<file path="src/assert_macros.svh">
// Assertion macros used by the RTL. Each use names its own label, clock and reset.
`ifndef ASSERT_MACROS_SVH
`define ASSERT_MACROS_SVH

// The consequent must hold in the same cycle as the antecedent.
`define ASSERT_SAME(lbl, clk, rstn, ante, cons) \
    lbl: assert property (@(posedge clk) disable iff (!(rstn)) (ante) |-> (cons)) \
        else $error("same-cycle assertion failed");

// The consequent must hold in the cycle after the antecedent.
`define ASSERT_NEXT(lbl, clk, rstn, ante, cons) \
    lbl: assert property (@(posedge clk) disable iff (!(rstn)) (ante) |=> (cons)) \
        else $error("next-cycle assertion failed");

`endif

</file>
<file path="src/sws_pkg.sv">
`timescale 1ns / 1ps
`default_nettype none

package sws_pkg;

    localparam int HISTORY  = 64;
    localparam int STAMP_W  = 64;
    localparam int DUR_W    = 32;
    localparam int VCNT_W   = 7;
    localparam int IDX_W    = (HISTORY > 1) ? $clog2(HISTORY) : 1;
    localparam int CNT_W    = $clog2(HISTORY + 1);
    localparam int SUM_W    = DUR_W + IDX_W;
    localparam int STEP_W   = $clog2(SUM_W + 1);

    localparam logic [DUR_W-1:0] DUR_MAX = '1;

    typedef enum logic [1:0] {
        ST_IDLE,
        ST_UPDATE,
        ST_SCAN,
        ST_FINISH
    } state_t;

endpackage

`default_nettype wire

</file>
<file path="src/sliding_window_frame_time_stats.sv">
// An accepted word passes through the update, scan and finish states. The result waits for
// the 38-step divider and the scan of fill_count entries, whichever ends later, and for room
// in the output register. A word is taken only after the previous one is done.
// Reset (aresetn, synchronous, active low) clears the state machine, fill count, sum, write
// pointer and output valid; the window memory itself is not cleared.
`timescale 1ns / 1ps
`default_nettype none

module sliding_window_frame_time_stats (
    input  logic                          aclk,
    input  logic                          aresetn,
    input  logic                          s_valid,
    output logic                          s_ready,
    input  logic [sws_pkg::STAMP_W-1:0]   s_start_stamp,
    input  logic [sws_pkg::STAMP_W-1:0]   s_end_stamp,
    output logic                          m_valid,
    input  logic                          m_ready,
    output logic [sws_pkg::DUR_W-1:0]     m_latest_ns,
    output logic [sws_pkg::DUR_W-1:0]     m_mean_ns,
    output logic [sws_pkg::DUR_W-1:0]     m_min_ns,
    output logic [sws_pkg::DUR_W-1:0]     m_max_ns,
    output logic [sws_pkg::VCNT_W-1:0]    m_valid_count,
    output logic                          m_clamped
);
    import sws_pkg::*;

    // Window of the last HISTORY durations. Written at the ring pointer, read once per
    // cycle with the data registered.
    logic [DUR_W-1:0] window_mem [HISTORY];
    logic [DUR_W-1:0] rd_data_reg;
    logic [IDX_W-1:0] rd_addr;
    logic             mem_we;

    state_t           state_reg, state_next;
    logic [DUR_W-1:0] dur_reg, dur_next;
    logic             clamp_reg, clamp_next;
    logic [CNT_W-1:0] fill_reg, fill_next;
    logic [SUM_W-1:0] sum_reg, sum_next;
    logic [IDX_W-1:0] wpos_reg, wpos_next;
    logic [CNT_W-1:0] scan_idx_reg, scan_idx_next;
    logic             rd_vld_reg, rd_vld_next;
    logic [DUR_W-1:0] min_reg, min_next;
    logic [DUR_W-1:0] max_reg, max_next;

    logic              m_valid_reg, m_valid_next;
    logic [DUR_W-1:0]  m_latest_reg, m_latest_next;
    logic [DUR_W-1:0]  m_mean_reg, m_mean_next;
    logic [DUR_W-1:0]  m_min_reg, m_min_next;
    logic [DUR_W-1:0]  m_max_reg, m_max_next;
    logic [VCNT_W-1:0] m_count_reg, m_count_next;
    logic              m_clamp_reg, m_clamp_next;

    logic [STAMP_W-1:0] stamp_diff;
    logic               win_full;
    logic [DUR_W-1:0]   old_dur;
    logic               scan_issue;
    logic               div_start;
    logic               div_done;
    logic [SUM_W-1:0]   div_quo;

    // The mean is formed by an iterative divider that runs while the scan walks
    // the window.
    sws_div u_div (
        .aclk     (aclk),
        .aresetn  (aresetn),
        .start    (div_start),
        .dividend (sum_next),
        .divisor  (fill_next),
        .done     (div_done),
        .quotient (div_quo)
    );

    always_ff @(posedge aclk) begin
        if (mem_we) begin
            window_mem[wpos_reg] <= dur_reg;
        end
        rd_data_reg <= window_mem[rd_addr];
    end

    assign stamp_diff = s_end_stamp - s_start_stamp;
    assign win_full   = (fill_reg == CNT_W'(HISTORY));
    // Only a full window evicts; before that the entry at the pointer was never written.
    assign old_dur    = win_full ? rd_data_reg : '0;
    assign scan_issue = (scan_idx_reg < fill_reg);

    // While idle the memory is addressed at the ring pointer, so the entry about to be
    // evicted is already in the read register when the update state starts.
    assign rd_addr = (state_reg == ST_SCAN) ? scan_idx_reg[IDX_W-1:0] : wpos_reg;

    always_comb begin
        state_next    = state_reg;
        dur_next      = dur_reg;
        clamp_next    = clamp_reg;
        fill_next     = fill_reg;
        sum_next      = sum_reg;
        wpos_next     = wpos_reg;
        scan_idx_next = scan_idx_reg;
        rd_vld_next   = 1'b0;
        min_next      = min_reg;
        max_next      = max_reg;
        mem_we        = 1'b0;
        div_start     = 1'b0;
        s_ready       = 1'b0;

        m_valid_next  = m_valid_reg && !m_ready;
        m_latest_next = m_latest_reg;
        m_mean_next   = m_mean_reg;
        m_min_next    = m_min_reg;
        m_max_next    = m_max_reg;
        m_count_next  = m_count_reg;
        m_clamp_next  = m_clamp_reg;

        case (state_reg)
            ST_IDLE: begin
                s_ready = 1'b1;
                if (s_valid) begin
                    // Durations that do not fit in 32 bits saturate and raise the flag.
                    if (|stamp_diff[STAMP_W-1:DUR_W]) begin
                        dur_next   = DUR_MAX;
                        clamp_next = 1'b1;
                    end else begin
                        dur_next   = stamp_diff[DUR_W-1:0];
                        clamp_next = 1'b0;
                    end
                    state_next = ST_UPDATE;
                end
            end
            ST_UPDATE: begin
                // Evicted value leaves the sum as the new one enters, then the new
                // value is written into the ring.
                sum_next      = sum_reg - SUM_W'(old_dur) + SUM_W'(dur_reg);
                fill_next     = win_full ? fill_reg : fill_reg + CNT_W'(1);
                wpos_next     = (wpos_reg == IDX_W'(HISTORY - 1)) ? '0 : wpos_reg + IDX_W'(1);
                mem_we        = 1'b1;
                div_start     = 1'b1;
                scan_idx_next = '0;
                min_next      = DUR_MAX;
                max_next      = '0;
                state_next    = ST_SCAN;
            end
            ST_SCAN: begin
                // Valid entries sit at indices 0 to fill_count - 1, one read per cycle.
                if (scan_issue) begin
                    rd_vld_next   = 1'b1;
                    scan_idx_next = scan_idx_reg + CNT_W'(1);
                end
                if (rd_vld_reg) begin
                    if (rd_data_reg < min_reg) begin
                        min_next = rd_data_reg;
                    end
                    if (rd_data_reg > max_reg) begin
                        max_next = rd_data_reg;
                    end
                end
                if (!scan_issue && !rd_vld_reg) begin
                    state_next = ST_FINISH;
                end
            end
            ST_FINISH: begin
                // Wait for the divider and for room in the output register.
                if (div_done && (!m_valid_reg || m_ready)) begin
                    m_valid_next  = 1'b1;
                    m_latest_next = dur_reg;
                    m_mean_next   = div_quo[DUR_W-1:0];
                    m_min_next    = min_reg;
                    m_max_next    = max_reg;
                    m_count_next  = VCNT_W'(fill_reg);
                    m_clamp_next  = clamp_reg;
                    state_next    = ST_IDLE;
                end
            end
            default: begin
                state_next = ST_IDLE;
            end
        endcase
    end

    always_ff @(posedge aclk) begin
        if (!aresetn) begin
            state_reg   <= ST_IDLE;
            fill_reg    <= '0;
            sum_reg     <= '0;
            wpos_reg    <= '0;
            rd_vld_reg  <= 1'b0;
            m_valid_reg <= 1'b0;
        end else begin
            state_reg   <= state_next;
            fill_reg    <= fill_next;
            sum_reg     <= sum_next;
            wpos_reg    <= wpos_next;
            rd_vld_reg  <= rd_vld_next;
            m_valid_reg <= m_valid_next;
        end
    end

    always_ff @(posedge aclk) begin
        dur_reg      <= dur_next;
        clamp_reg    <= clamp_next;
        scan_idx_reg <= scan_idx_next;
        min_reg      <= min_next;
        max_reg      <= max_next;
        m_latest_reg <= m_latest_next;
        m_mean_reg   <= m_mean_next;
        m_min_reg    <= m_min_next;
        m_max_reg    <= m_max_next;
        m_count_reg  <= m_count_next;
        m_clamp_reg  <= m_clamp_next;
    end

    assign m_valid       = m_valid_reg;
    assign m_latest_ns   = m_latest_reg;
    assign m_mean_ns     = m_mean_reg;
    assign m_min_ns      = m_min_reg;
    assign m_max_ns      = m_max_reg;
    assign m_valid_count = m_count_reg;
    assign m_clamped     = m_clamp_reg;

`include "assert_macros.svh"

    // The fill count never runs past the window depth.
    `ASSERT_SAME(a_fill_range, aclk, aresetn, 1'b1, fill_reg <= CNT_W'(HISTORY))
    // A mean of values that fit in 32 bits must itself fit in 32 bits.
    `ASSERT_SAME(a_mean_fits, aclk, aresetn, (state_reg == ST_FINISH) && div_done,
        div_quo[SUM_W-1:DUR_W] == '0)
    // The newest duration and the mean lie between the reported minimum and maximum.
    `ASSERT_SAME(a_stats_order, aclk, aresetn, m_valid_reg,
        (m_min_reg <= m_latest_reg) && (m_latest_reg <= m_max_reg) &&
        (m_min_reg <= m_mean_reg) && (m_mean_reg <= m_max_reg))
    // Every update leaves a nonempty window for the scan and the divider.
    `ASSERT_NEXT(a_update_fills, aclk, aresetn, state_reg == ST_UPDATE, fill_reg != '0)

endmodule

`default_nettype wire

</file>
<file path="src/sws_div.sv">
`timescale 1ns / 1ps
`default_nettype none

module sws_div (
    input  logic                        aclk,
    input  logic                        aresetn,
    input  logic                        start,
    input  logic [sws_pkg::SUM_W-1:0]   dividend,
    input  logic [sws_pkg::CNT_W-1:0]   divisor,
    output logic                        done,
    output logic [sws_pkg::SUM_W-1:0]   quotient
);
    import sws_pkg::*;

    logic                busy_reg;
    logic                done_reg;
    logic [STEP_W-1:0]   step_reg;
    logic [CNT_W-1:0]    rem_reg;
    logic [SUM_W-1:0]    quo_reg;
    logic [CNT_W-1:0]    dvs_reg;

    logic [CNT_W:0]      trial;
    logic [CNT_W:0]      trial_sub;
    logic                trial_ge;
    logic [CNT_W-1:0]    rem_next;

    // Restoring division, one quotient bit per cycle, dividend shifted out MSB first.
    always_comb begin
        trial     = {rem_reg, quo_reg[SUM_W-1]};
        trial_ge  = (trial >= {1'b0, dvs_reg});
        trial_sub = trial - {1'b0, dvs_reg};
        rem_next  = trial_ge ? trial_sub[CNT_W-1:0] : trial[CNT_W-1:0];
    end

    always_ff @(posedge aclk) begin
        if (!aresetn) begin
            busy_reg <= 1'b0;
            done_reg <= 1'b0;
        end else if (start) begin
            busy_reg <= 1'b1;
            done_reg <= 1'b0;
            step_reg <= STEP_W'(SUM_W);
            rem_reg  <= '0;
            quo_reg  <= dividend;
            dvs_reg  <= divisor;
        end else if (busy_reg) begin
            rem_reg  <= rem_next;
            quo_reg  <= {quo_reg[SUM_W-2:0], trial_ge};
            step_reg <= step_reg - STEP_W'(1);
            if (step_reg == STEP_W'(1)) begin
                busy_reg <= 1'b0;
                done_reg <= 1'b1;
            end
        end
    end

    assign done     = done_reg;
    assign quotient = quo_reg;

endmodule

`default_nettype wire

</file>
<file path="config.mk">
export PLATFORM = sky130hd
export DESIGN_NAME = sliding_window_frame_time_stats
export DESIGN_NICKNAME = d
export VERILOG_FILES = /design/src/sws_pkg.sv /design/src/sliding_window_frame_time_stats.sv /design/src/sws_div.sv
export VERILOG_INCLUDE_DIRS = /design/src /design/src/src
export SDC_FILE = /design/constraint.sdc
export NUM_CORES = 2
export LEC_CHECK = 0
export ABC_AREA = 1
export BUFFER_PORTS_ARGS = -buffer_cell sky130_fd_sc_hd__buf_2
export CAP_MARGIN = 20
export CORE_ASPECT_RATIO = 0.7
export CORE_UTILIZATION = 40
export DETAILED_ROUTE_END_ITERATION = 16
export PLACE_DENSITY_LB_ADDON = 0.2
export RECOVER_POWER = 50
export SLEW_MARGIN = 40
export SYNTH_ARGS = -nofsm -noshare
export SYNTH_HDL_FRONTEND = slang
export SYNTH_SLANG_ARGS = --single-unit
export TNS_END_PERCENT = 10
</file>
<file path="constraint.sdc">
create_clock -name aclk -period 20.7 [get_ports aclk]
set_input_delay 3.105 -clock aclk [delete_from_list [all_inputs] [get_ports aclk]]
set_output_delay 3.105 -clock aclk [all_outputs]
set_load 0.02 [all_outputs]
</file>
-- Yosys cells after proc, flatten, opt, wreduce, memory -nomap -nowiden
Memories as Yosys holds them, arrays and structs flattened. A register that Yosys moved wholly into a read port is not among the register bits.
Cells that the tools add are included.
- memories kept: 1
- output and inout port bits: 138
- memory bits (read-only): 0
- bits in registers: 355
- bits in latches: 0
- bits in writable memories: 2048
- magnitude comparators: 4
- reduce and logical (&&, ||, !) cells: 23
- bitwise operators: 1
- $add $sub $neg: 8
- multiplexer cells: 34
- equality and inequality tests: 13
- shift-type cells: 0
- multipliers: 0
- divide/modulo/power cells: 0
- memory list (name ; depth ; bits a word ; read ports ; clocked after memory_dff ; write ports ; line ; RTL):
    window_mem ; 64 ; 32 ; 1 ; 1 ; 1 ; sliding_window_frame_time_stats.sv:29 ; logic [DUR_W-1:0] window_mem [HISTORY];
- operators by type and width (kind ; number):
    $mux 32 ; 5
    $pmux 32 s2 ; 2
    $mux 38 ; 3
    $sub 64x64->64 ; 1
    $add 38x32->38 ; 1
    $sub 38x32->38 ; 1
    $mux 7 ; 5
    $gt 32x32->1 ; 1
    $lt 32x32->1 ; 1
    $reduce_or 32->1 ; 1
    $mux 6 ; 3
    $add 7x1->7 const B ; 2
    $pmux 7 s2 ; 1
    $reduce_and 2->1 ; 7
    $mux 1 ; 11
    $reduce_and 3->1 ; 3
    $ge 8x7->1 ; 1
    $ne 2x2->1 const B ; 4
    $pmux 2 s4 ; 1
    $eq 7x7->1 const B ; 1
    $lt 7x7->1 ; 1
    $sub 7x7->7 ; 1
    $add 6x1->6 const B ; 1
    $eq 6x1->1 const B ; 1
    13 further kinds ; 24

-- Depth between registers and ports, before layout
- depth after elaboration: 6
- gate-level depth with buffers: 22
- gate-level depth less buffers: 21

-- Cells and area by module
A second synthesis with hierarchy kept.
- cell total of the unflattened synthesis: 9012
- area total of the unflattened synthesis: 105234.7 sq um
- modules (own cells, without submodules) (module ; area each (sq um) ; times used ; cells each):
    sliding_window_frame_time_stats ; 102263.1 ; 1 ; 8684
    sws_div ; 2971.6 ; 1 ; 328

-- Least setup slack after synthesis
No wires, ideal clock.
- path kind: input port to flip-flop
- start point: in m_ready
- end point: reg m_clamp_reg, in the netlist m_clamped (enable)
- buffers on the path: 0
- setup time: 677 ps
- setup slack: 10369 ps
- stages on the path: 2
- arrival time: 9654 ps
- cell sequence: inv_1 a21oi_1
- cells in the longest elaborated chain, start to end: 3
- RTL lines (item ; line ; RTL):
    start, declared ; sliding_window_frame_time_stats.sv:17 ; input logic m_ready,
    $logic_or 1x1->1 ; sliding_window_frame_time_stats.sv:161 ; if (div_done && (!m_valid_reg || m_ready)) begin
    $logic_and 1x1->1 ; sliding_window_frame_time_stats.sv:161 ;
    $reduce_and 2->1 (no source line) ; - ;
    end signal, assigned ; sliding_window_frame_time_stats.sv:207 ; m_clamp_reg <= m_clamp_next;
    end, declared ; sliding_window_frame_time_stats.sv:51 ; logic m_clamp_reg, m_clamp_next;
Every way passes these cells.
A chain may end at the register's enable or synchronous reset.

-- Worst setup path after layout
- start point: reg dur_reg[14]
- end point: reg u_div.quo_reg[27], in the netlist u_div.quotient[27], data pin
- cells in the longest elaborated chain, start to end: 3
- RTL lines (item ; line ; RTL):
    start, declared ; sliding_window_frame_time_stats.sv:35 ; logic [DUR_W-1:0] dur_reg, dur_next;
    start signal, assigned ; sliding_window_frame_time_stats.sv:197 ; dur_reg <= dur_next;
    $add 38x32->38 ; sliding_window_frame_time_stats.sv:131 ; sum_next = sum_reg - SUM_W'(old_dur) + SUM_W'(dur_reg);
    $mux 38 ; sliding_window_frame_time_stats.sv:113 ; case (state_reg)
    $mux 38 ; sws_div.sv:39 ; end else if (start) begin
    end signal, assigned ; sws_div.sv:44 ; quo_reg <= dividend;
    end signal, assigned ; sws_div.sv:48 ; quo_reg <= {quo_reg[SUM_W-2:0], trial_ge};
    end, declared ; sws_div.sv:19 ; logic [SUM_W-1:0] quo_reg;
Every way passes these cells.

==> impl_metrics.py <==
metrics = {
    "sta": {
        "setup_violations": 0,
        "max_slew_margin": -1.68,
        "slew_violations": 2484,
        "tns_ns": 0,
        "min_period_over_period": 0.332,
        "min_period_ns": 6.87,
        "rsz0062_at_grt": "no",
        "fmax_ghz": 0.146,
        "tightest_slew_ns": 4.01,
        "hold_viol_final": 0,
        "fin_ws_ns": 13.83,
        "fin_skew_ns": 0.0754,
    },
    "synthesis": {
        "synth_area_um2": 105000,
        "synth_cell_types": 53,
        "synth-edff-count": 2346,
        "synth_ff_type": "edfxtp_1",
        "seq_area_frac_synth": 0.691,
        "yosysWarnings": 0,
        "syn_nets": 9194,
        "synthCells": 8841,
        "ys_ff_latch": 2435,
        "ys_async_sr_fraction": 0,
        "avgSynthCellArea_um2": 11.8,
    },
    "critical_path": {
        "critPathMaxFanout": 66,
        "critPathKind": "flip-flop to flip-flop",
        "crit_cells": 16,
        "crit_path_end_kind": "flip-flop",
        "crit_end": "u_div.quotient[27]$_DFFE_PP_",
        "start_kind": "flip-flop",
        "regToRegEndpoint": "u_div.quotient[27]$_DFFE_PP_",
        "crit_family": "buffers and inverters",
        "slowest_stage": "clkbuf_1",
        "crit_top_cell": "inv_1",
        "r2r_setup_slack_ns": 13.83,
        "ff2ff_path_depth": 16,
        "startpoint": "dur_reg[14]$_SDFFCE_PP1P_",
        "rr_startpoint": "dur_reg[14]$_SDFFCE_PP1P_",
        "max_stage_delay_ns": 2.15,
        "crit_required_ns": 21.31,
        "crit_chain": "clkbuf_1 > inv_1 > fa_1 > inv_1 > ha_1 > nand2_1 > nor2_1 > inv_1 > nor2_1 > nand4_1 > nand3_1 > inv_1 > o21ai_0 > a21oi_1 > o21ai_0 > nand2_1",
        "crit_buf_inv": 5,
        "arrival_ns": 7.48,
    },
    "power_and_ir_drop": {
        "ir_drop_v": 0.000126,
        "leakage_nw": 40.1,
        "p_per_area_nw_per_um2": 126,
    },
    "clock_tree": {
        "htreeDepth": 4,
        "cts.sinks": 2435,
        "path_clk_slew_ns": 0.07,
        "cts-root-buf": "clkbuf_16",
        "cts_hold_buffers": 0,
        "ctsResizeCount": 0,
        "numCtsBuffers": 227,
        "postCtsSetupBuffers": 0,
        "cts_tree": "built",
        "clockBufferDepth": 4,
        "clk_latency_ns": 0.88,
    },
    "run_status": {
        "status": "finished, violations left",
        "violations": "capacitance limit, slew limit",
    },
    "cells_and_area": {
        "syn2layout_area_growth_pct": 12.0,
        "layout.nets": 9380,
        "drive_gt1_frac": 0.0954,
        "largest_reg_flops": 2048,
        "stdcell_area_um2": 117000,
        "finalCoreUtilization": 0.452,
    },
    "routing": {
        "viasPerCell": 5.64,
        "wl_per_cell_um": 25.8,
        "totalWireLength_um": 327000,
        "ant_nets": 0,
        "first_pass_iters": 6,
        "drc_errors": 0,
        "via_count": 71600,
        "drtIter0Drc": 8954,
    },
    "grt": {
        "grt_pass1_wl_um": 470000,
        "grt_use_total": 0.242,
        "grt_max_degree": 189,
        "grt_pass1_vias": 67400,
        "grt_antenna_before_repair": 12,
        "grt_remaining_overflow": 0,
    },
    "job": {
        "cap_violations": 43,
    },
    "placed_design": {
        "port-buffer-count": 269,
        "place_ws_ns": 14.01,
        "postPlaceCellArea_um2": 110000,
        "dp_hpwl_um": 202000,
        "routabilityCongestion": 0.971,
    },
    "floorplanning": {
        "core_region_area_um2": 259000,
        "die_w_um": 613,
        "dieArea_um2": 264000,
        "rows": 156,
        "start_util": 0.404,
        "dieHeight_um": 430,
        "pin_count": 270,
    },
    "worst_hold_path": {
        "whs_path_depth": 0,
        "min_path_type": "flip-flop to flip-flop",
    },
}
-- Yosys cell counts, types with 6 or more instances --
cell type  number  share of area
buf_1          20        0.00072
o22ai_1       328          0.020
nand2_1       948          0.034
nor2_2         27         0.0016
buf_4           7        0.00050
nand4_1        34         0.0020
ha_1          187          0.022
o21ai_1         7        0.00033
nor4_1          7        0.00042
clkbuf_1      370          0.013
nor2_1       1327          0.048
nor2_4          6        0.00065
a21oi_1       181         0.0087
inv_1         725          0.026
o21bai_1       14         0.0010
buf_2          82         0.0039
nand3b_1        9        0.00065
dfxtp_1        89          0.017
o21ai_0      1144          0.055
nand3_2        34         0.0033
buf_6           6        0.00065
o221ai_1      222          0.019
nand2_2        23         0.0014
xnor2_1        36         0.0030
o211ai_1      253          0.018
xor2_1         12         0.0010
edfxtp_1     2346           0.67
nor3_1         26         0.0012
nand3_1       260          0.012
fa_1           34         0.0065
a31oi_1         9        0.00054
inv_2          16        0.00057
-- per-stage QoR --
step	power, W	hold WS (ns)	instances
floorplan	0.00901	0.400	8841
global placement	0.0107	0.416	12300
detailed placement	0.0108	0.437	12300
CTS	0.0147	0.440	12700
global route	0.0155	0.443	12700
finish	0.0147	0.437	12700
-- worst min path at each step --
stage	start	to	slack [ns]
after floorplan	clamp_reg$_DFFE_PP_	m_clamped$_DFFE_PP_	0.40
after global placement	clamp_reg$_DFFE_PP_	m_clamped$_DFFE_PP_	0.42
after detailed placement	max_reg[2]$_SDFFCE_PN0P_	m_max_ns[2]$_DFFE_PP_	0.44
after CTS	clamp_reg$_DFFE_PP_	m_clamped$_DFFE_PP_	0.44
after global routing	clamp_reg$_DFFE_PP_	m_clamped$_DFFE_PP_	0.44
final	clamp_reg$_DFFE_PP_	m_clamped$_DFFE_PP_	0.44
-- per-layer routing --
layer / GRT usage / up-vias / wire length, µm / part of all wire
met5: 0 / - / 55 / 0.00017
met4: 0.0430 / 8 / 5480 / 0.017
met3: 0.0382 / 354 / 29400 / 0.090
met2: 0.338 / 3047 / 135000 / 0.41
met1: 0.396 / 35900 / 157000 / 0.48
li1: - / 32300 / - / -
-- area by class of cell --
class                           instances  area (µm²)
Clock inverter                        107         699
Fill cell                           23700      142000
Tap cell                             3476        4350
Timing Repair Buffer                  442        2790
Antenna cell                            5        12.5
Clock buffer                          296        6030
Sequential cell                      2435       72200
Multi-Input combinational cell       5175       28200
Inverter                              746        2830
-- worst register-to-register path: stages (launching register included) --
cell      delay (ns)
edfxtp_1        0.33
clkbuf_1        2.15
inv_1           0.81
fa_1            0.66
inv_1           0.06
ha_1            0.21
nand2_1         0.13
nor2_1          0.34
inv_1           0.21
nor2_1          0.28
nand4_1         0.14
nand3_1         0.34
inv_1           0.07
o21ai_0         0.43
a21oi_1         0.11
o21ai_0         0.28
nand2_1         0.09
-- power breakdown --
part | switching, W | total, W | internal (W)
Combinational | 0.00369 | 0.00503 | 0.00134
Sequential | 0.000149 | 0.00575 | 0.00560
Clock | 0.00182 | 0.00395 | 0.00213
Total | 0.00566 | 0.0147 | 0.00907
-- kinds of logic after synthesis --
kind of cell	count (synthesis)	synth area share
buffers and inverters	1231	0.0458
flip-flops	2435	0.691
AO/OA/AOI/OAI	2186	0.124
AND/OR/NAND/NOR	2720	0.107
XOR/XNOR	48	0.00402
adder cells (fa/ha/maj)	221	0.0289
-- cells in the final DEF (no fill, tap or decap), types with 6 or more instances in the layout --
cell type  netlist  layout
a21oi_1        181     178
a31oi_1          9       9
buf_12           0      13
buf_2           82     269
buf_4            7      98
buf_6            6       9
bufinv_16        0       7
clkbuf_1       370     109
clkbuf_16        0     231
clkinv_1         5      61
clkinv_2         0      32
dfxtp_1         89      89
edfxtp_1      2346    2346
fa_1            34      34
ha_1           187     187
inv_1          725     723
inv_2           16      14
nand2_1        948     948
nand2_2         23      23
nand3_1        260     258
nand3_2         34      36
nand3b_1         9       9
nand4_1         34      34
nor2_1        1327    1268
nor2_2          27      27
nor2_4           6      65
nor3_1          26      24
nor3_2           5       7
nor4_1           7       7
o211ai_1       253     253
o21ai_0       1144    1140
o21ai_4          1       6
o21bai_1        14      14
o221ai_1       222     222
o22ai_1        328     328
xnor2_1         36      31
xor2_1          12      12
Note: power is estimated with default switching activity, not from simulation.
